===== config.mk =====
export PLATFORM = sky130hd
export DESIGN_NAME = mfgs_gray_out
export DESIGN_NICKNAME = d
export VERILOG_FILES = /design/src/rtl/mfgs_pkg.sv /design/src/rtl/mfgs_gray_out.sv
export SDC_FILE = /design/constraint.sdc
export NUM_CORES = 1
export LEC_CHECK = 0
export BUFFER_PORTS_ARGS = -buffer_cell sky130_fd_sc_hd__buf_2
export CAP_MARGIN = 10
export CORE_MARGIN = 5
export CORE_UTILIZATION = 46
export CTS_BUF_LIST = sky130_fd_sc_hd__clkbuf_8
export CTS_CLUSTER_DIAMETER = 120
export CTS_CLUSTER_SIZE = 12
export DETAILED_ROUTE_END_ITERATION = 7
export MAX_ROUTING_LAYER = met4
export PLACE_DENSITY = 0.77
export REMOVE_ABC_BUFFERS = 1
export SYNTH_ARGS = -nofsm -noshare
export SYNTH_HDL_FRONTEND = slang
export SYNTH_SLANG_ARGS = --single-unit

===== constraint.sdc =====
create_clock -name clk -period 1.1 [get_ports clk]
set_input_delay 0.22 -clock clk [delete_from_list [all_inputs] [get_ports clk]]
set_output_delay 0.22 -clock clk [all_outputs]
set_load 0.05 [all_outputs]

===== src/rtl/mfgs_pkg.sv =====
// shared types, constants and helpers for the gray scan-out frame store
// no dependencies
package mfgs_pkg;

  localparam int SCREEN_WIDTH  = 128;
  localparam int SCREEN_HEIGHT = 64;
  localparam int PAGE_COUNT    = (SCREEN_HEIGHT + 7) / 8;
  localparam int HALF_WIDTH    = (SCREEN_WIDTH + 1) / 2;
  localparam int BANK_DEPTH    = HALF_WIDTH * PAGE_COUNT;
  localparam int ADDR_W        = $clog2(BANK_DEPTH);
  localparam int ROWS_PER_PAGE = 8;

  localparam logic [1:0] ACT_PLOT  = 2'd0;
  localparam logic [1:0] ACT_CLEAR = 2'd1;
  localparam logic [1:0] ACT_SCAN  = 2'd2;

  localparam logic [1:0] MODE_SET    = 2'd0;
  localparam logic [1:0] MODE_CLEAR  = 2'd1;
  localparam logic [1:0] MODE_INVERT = 2'd2;

  localparam logic [3:0] NIBBLE_LIT = 4'hF;

  typedef logic [ADDR_W-1:0] addr_t;

  // one access to both column banks (even and odd columns)
  typedef struct packed {
    logic       rd_en;
    addr_t      rd_addr;
    logic       wr_even;
    logic       wr_odd;
    addr_t      wr_addr;
    logic [7:0] wr_data;
  } mem_req_t;

  // column byte pair handed to the output stage
  typedef struct packed {
    logic       load;
    logic [7:0] left;
    logic [7:0] right;
  } gray_load_t;

  // bank entry of a column within a page
  function automatic addr_t bank_addr(input logic [11:0] col, input logic [8:0] page);
    logic [22:0] full;
    full = 23'(page) * 23'(HALF_WIDTH) + 23'(col >> 1);
    return full[ADDR_W-1:0];
  endfunction

endpackage


===== src/rtl/mfgs_gray_out.sv =====
// output stage: holds one column byte pair and emits eight gray bytes
// depends on mfgs_pkg
module mfgs_gray_out (
  input  logic                 clk,
  input  logic                 rst,
  input  mfgs_pkg::gray_load_t ld,
  output logic                 busy,
  output logic                 out_valid,
  input  logic                 out_stall,
  output logic [7:0]           gray_byte,
  output logic                 last_byte
);

  logic [7:0] left_bits;
  logic [7:0] right_bits;
  logic [2:0] row;
  logic       take;

  assign take = busy && !out_stall;

  always_ff @(posedge clk) begin
    if (rst) begin
      busy <= 1'b0;
      row  <= '0;
    end else if (ld.load) begin
      busy <= 1'b1;
      row  <= '0;
    end else if (take) begin
      row <= row + 3'd1;
      if (last_byte) begin
        busy <= 1'b0;
      end
    end
  end

  always_ff @(posedge clk) begin
    if (ld.load) begin
      left_bits  <= ld.left;
      right_bits <= ld.right;
    end else if (take) begin
      left_bits  <= left_bits >> 1;
      right_bits <= right_bits >> 1;
    end
  end

  assign out_valid = busy;
  assign last_byte = (row == 3'(mfgs_pkg::ROWS_PER_PAGE - 1));
  assign gray_byte = {(left_bits[0] ? mfgs_pkg::NIBBLE_LIT : 4'h0),
                      (right_bits[0] ? mfgs_pkg::NIBBLE_LIT : 4'h0)};

endmodule


# == Yosys cells after proc, flatten, opt, wreduce, memory -nomap -nowiden ==
# Index checks and enable logic that the tools add are counted.
# classes
n_addsub,1
eq_ne,1
n_mux,9
n_reduce_logical,6
# op_table
cell,n
8-bit two-way mux,4
4-bit two-way mux,2
2-bit nonzero test,2
"3-bit by 1-bit adder with 3-bit output, second input constant",1
"3-bit equality test, second input constant",1
1-bit two-way mux,3
2-bit AND reduction,1
2-bit OR reduction,1
1-bit logical AND,1
1-bit logical NOT,1
# totals
regBits,20
inputBits,20
output_inout_bits,11
word_cells,21

# == Logic depth before layout (Yosys ltp) ==
# depth
depth_word,4
mapped_depth,5
ltp_nobuf,5

# == Worst setup path after synthesis ==
# No wires, ideal clock.
# synth_path
path_kind,reg2reg
from,register busy
to,"register left_bits[0], enable pin"
setup_ns,0.334
t_arrival_ns,1.234
required_ns,0.766
slack_ns,-0.468
path_stages_with_launch,3
n_path_buf,0
period_less_slack_ns,1.568
path_cell_list,dfxtp_1 -> nor2b_4 -> or2_2
# synth_via
elab_chain_len,2
# synth_lines
item,line,source
from (decl),mfgs_gray_out.sv:7,"output logic busy,"
from (signal assigned),mfgs_gray_out.sv:23,busy <= 1'b0;
from (signal assigned),mfgs_gray_out.sv:26,busy <= 1'b1;
from (signal assigned),mfgs_gray_out.sv:31,busy <= 1'b0;
1-bit logical AND,mfgs_gray_out.sv:19,assign take = busy && !out_stall;
2-bit nonzero test (no source line),n/a,
to (signal assigned),mfgs_gray_out.sv:38,left_bits <= ld.left;
to (signal assigned),mfgs_gray_out.sv:41,left_bits <= left_bits >> 1;
to (decl),mfgs_gray_out.sv:14,logic [7:0] left_bits;
# Every way passes these cells.
# A chain may end at the register's enable or synchronous reset.

# == Final worst setup path ==
# layout_path
from,register row[0]
to,output port last_byte
# layout_via
elab_chain_len,1
# layout_lines
item,line,source
from (decl),mfgs_gray_out.sv:16,logic [2:0] row;
from (signal assigned),mfgs_gray_out.sv:29,row <= row + 3'd1;
3-bit equality test,mfgs_gray_out.sv:47,assign last_byte = (row == 3'(mfgs_pkg::ROWS_PER_PAGE - 1));
to (decl),mfgs_gray_out.sv:11,output logic last_byte
# Every way passes these cells.

==> key figures <==
CTS
  – CTS root buf: clkbuf_8
  – H-tree Lvls: 1
  – Max clock buf depth: 2
  – Clock sink total: 20
  – Worst-Skew Late Latency: 0.25 ns
  – Register clock-pin slew on the reported worst setup and hold paths: 0.07 ns
  – TritonCTS Buffers: 3
  – CTS tree: yes

Route
  – 1st-pass router iterations: 3
  – Remaining routing DRC violations: 0
  – Drt wl/cell: 12.8 um
  – Detail Route met3 WL: 135 um
  – Detailed Route Iter0 Violations: 3
  – Top Metal Used: met4
  – Met1 wire length: ~600 um
  – Via density: 4.75
  – Metal2 WL: 733 um
  – Via count: 560
  – Detail Route Antenna Nets: 0
  – DRT Wirelength: 1.51 mm

STA
  – Hold Vio Cnt, Final: 0
  – Post-layout min period: 1.27 ns
  – Setup violators final: 9
  – Final Skew: ~0.0021 ns
  – Slew @ Worst Pin: 0.220 ns
  – Fmax: between 700 and 800 MHz
  – Tightest slew margin relative to the limit: 0.854
  – Final Max Tran Viols: 0
  – Setup WS post-layout: -0.172 ns
  – RSZ-0062 raised after global routing: yes
  – Final Cycle Share: 1.16

Finish
  – P&R area growth vs syn: 35.3%
  – # diodes: 0
  – # nets final: 114
  – Layout cells sized above 1: 0.637
  – Fill cells: 160
  – Final Instance Count excl. Fillers: ~120
  – Storage element area: 564 um2
  – Final core occ: 0.644
  – Multi-input combinational cell area: 302 um2

Synthesis
  – Avg Inst Size Synth: 15.4 um2
  – Mapped Cells: 60
  – Most common library cells after synthesis: edfxtp_1, mux2_2, buf_4
  – Synth top area cells: edfxtp_1, mux2_2, dfxtp_1
  – Yosys cell types: 16
  – Synthesized area: 925 um2
  – Synth top area share: 0.520
  – Most numerous cell in the Yosys netlist: edfxtp_1
  – Synth Warn #: 0
  – Area leader, netlist: edfxtp_1
  – Post-synth EDFFs: 16
  – Register area share after synthesis: 0.606
  – Asr flop ratio synth: 0
  – Ys flop type: edfxtp_1
  – Seq cells post-synth: 20

Worst hold path
  – Hold Path Class: input port to flop
  – Hold Path End: busy
  – WHS Path Cells: 2
  – Hold_sp: rst

Global routing
  – First-pass GRT wire length: 2.38 mm
  – Vias in the first global route: 559
  – Overflow after GRT: 0
  – Pin count of the biggest net entering global routing: 17
  – Initial antenna violation count: 0
  – All-Layer GR Usage: 0.123

Status
  – Status: finished, violations left
  – Failing checks: setup timing

Floorplan
  – Number of I/O pins: 31
  – Core ar.: slightly below 2000 um2
  – Die Area: 3010 um2
  – Rows: 16
  – Initial core utilization: 0.476
  – Die Height: approximately 55 um
  – Die Width: between 50 and 60 um

Power
  – Peak supply drop: roughly 1100 uV
  – Pleak: approximately 0.5 nW
  – Power Dens Cells: ~1400 nW/um2

Setup path
  – R2R Path Start: row[0]
  – Worst Setup Start Kind: flop
  – Capturing point of the worst reg2reg path: busy
  – Required @ worst endpoint: 0.88 ns
  – R2R depth: 6
  – Crit path max fanout: 2
  – Setup crit end kind: output port
  – CP arrival: between 1 and 1.5 ns
  – CP Class: flop to output port
  – Reg-to-reg slack, setup: 0.02 ns

Placed design
  – Post-DP HPWL: 1.07 mm
  – Dpl cells: 113
  – # port buffers: 30
  – Gpl congestion: 0.592

Flow run
  – Max-cap violations: 0
cell families after synthesis:
group                    after synthesis  share of synthesized area
buffers and inverters                 11                     0.0974
adder cells (fa/ha/maj)                2                     0.0271
flip-flops                            20                      0.606
AO/OA/AOI/OAI                          1                    0.00541
XOR/XNOR                               1                    0.00947
multiplexers                          16                      0.192
AND/OR/NAND/NOR                        9                     0.0622
per-stage QoR:
| stage | power (mW) | instance area, um2 | setup slack, ns | setup TNS, ns | hold slack (ns) |
|---|---|---|---|---|---|
| after CTS | 1.76 | 1240 | -0.172 | -0.541 | 0.162 |
| final | 1.74 | 1250 | -0.172 | -0.574 | 0.176 |
| after global placement | 1.22 | 1080 | -0.0366 | -0.585 | 0.437 |
| after global routing | 1.82 | 1250 | -0.205 | -0.921 | 0.170 |
| after floorplan | 1.11 | 835 | -0.824 | -20.16 | 0.292 |
| after detailed placement | 1.23 | 1080 | -0.0677 | -1.10 | 0.438 |
flip-flops by register name (all words and copies together) (netlist names):
signal	cells
busy	1
left_bits	8
right_bits	8
row	3
layout make-up:
cell class	count	area share
clock buffer	3	0.0330
clock inverter	1	0.00300
multi-input combinational	29	0.241
sequential	20	0.451
tap	27	0.0270
timing repair buffer	38	0.245
per-layer routing:
layer / vias to the layer above / track usage
met1: 262 / 0.138
met5: - / -
li1: 270 / -
met3: 4 / 0.0327
met4: 0 / 0.0871
met2: 24 / 0.187
power by group:
| group | switching, mW | internal (mW) | total [mW] |
|---|---|---|---|
| Clock | 0.228 | 0.248 | 0.476 |
| Sequential | 0.0241 | 0.890 | 0.914 |
| Combinational | 0.189 | 0.161 | 0.350 |
worst max-delay path by stage:
| stage | to | slack (ns) | start |
|---|---|---|---|
| CTS | last_byte | -0.17 | row[1] |
| detailed placement | right_bits[5] | -0.07 | busy |
| global route | last_byte | -0.21 | row[0] |
| global placement | right_bits[6] | -0.04 | busy |
| floorplan | left_bits[0] | -0.82 | busy |
| finish | last_byte | -0.17 | row[0] |
cell usage in the layout (no fill, tap or decap), types with 2 or more instances in the layout:
| cell | netlist | layout |
|---|---|---|
| buf_2 | 0 | 19 |
| edfxtp_1 | 16 | 16 |
| mux2_2 | 10 | 10 |
| buf_6 | 2 | 9 |
| buf_4 | 9 | 6 |
| mux2_1 | 4 | 4 |
| nor3_1 | 3 | 3 |
| dfxtp_2 | 0 | 3 |
| clkbuf_8 | 0 | 3 |
| buf_8 | 0 | 3 |
| mux2i_1 | 2 | 2 |
| and2_1 | 2 | 2 |
| ha_4 | 0 | 2 |
worst max-delay path: stages, from the launching register on:
cell     delay, ns
dfxtp_2       0.34
ha_4          0.16
ha_4          0.16
buf_8         0.14
repair_timing:
item	CTS	global route
pin swaps	1	2
endpoints found under the setup margin	27	11
hold buffers	0	0
setup buffers	0	1
resized for setup	33	1
No activity file was read; power rests on OpenSTA's default activity.
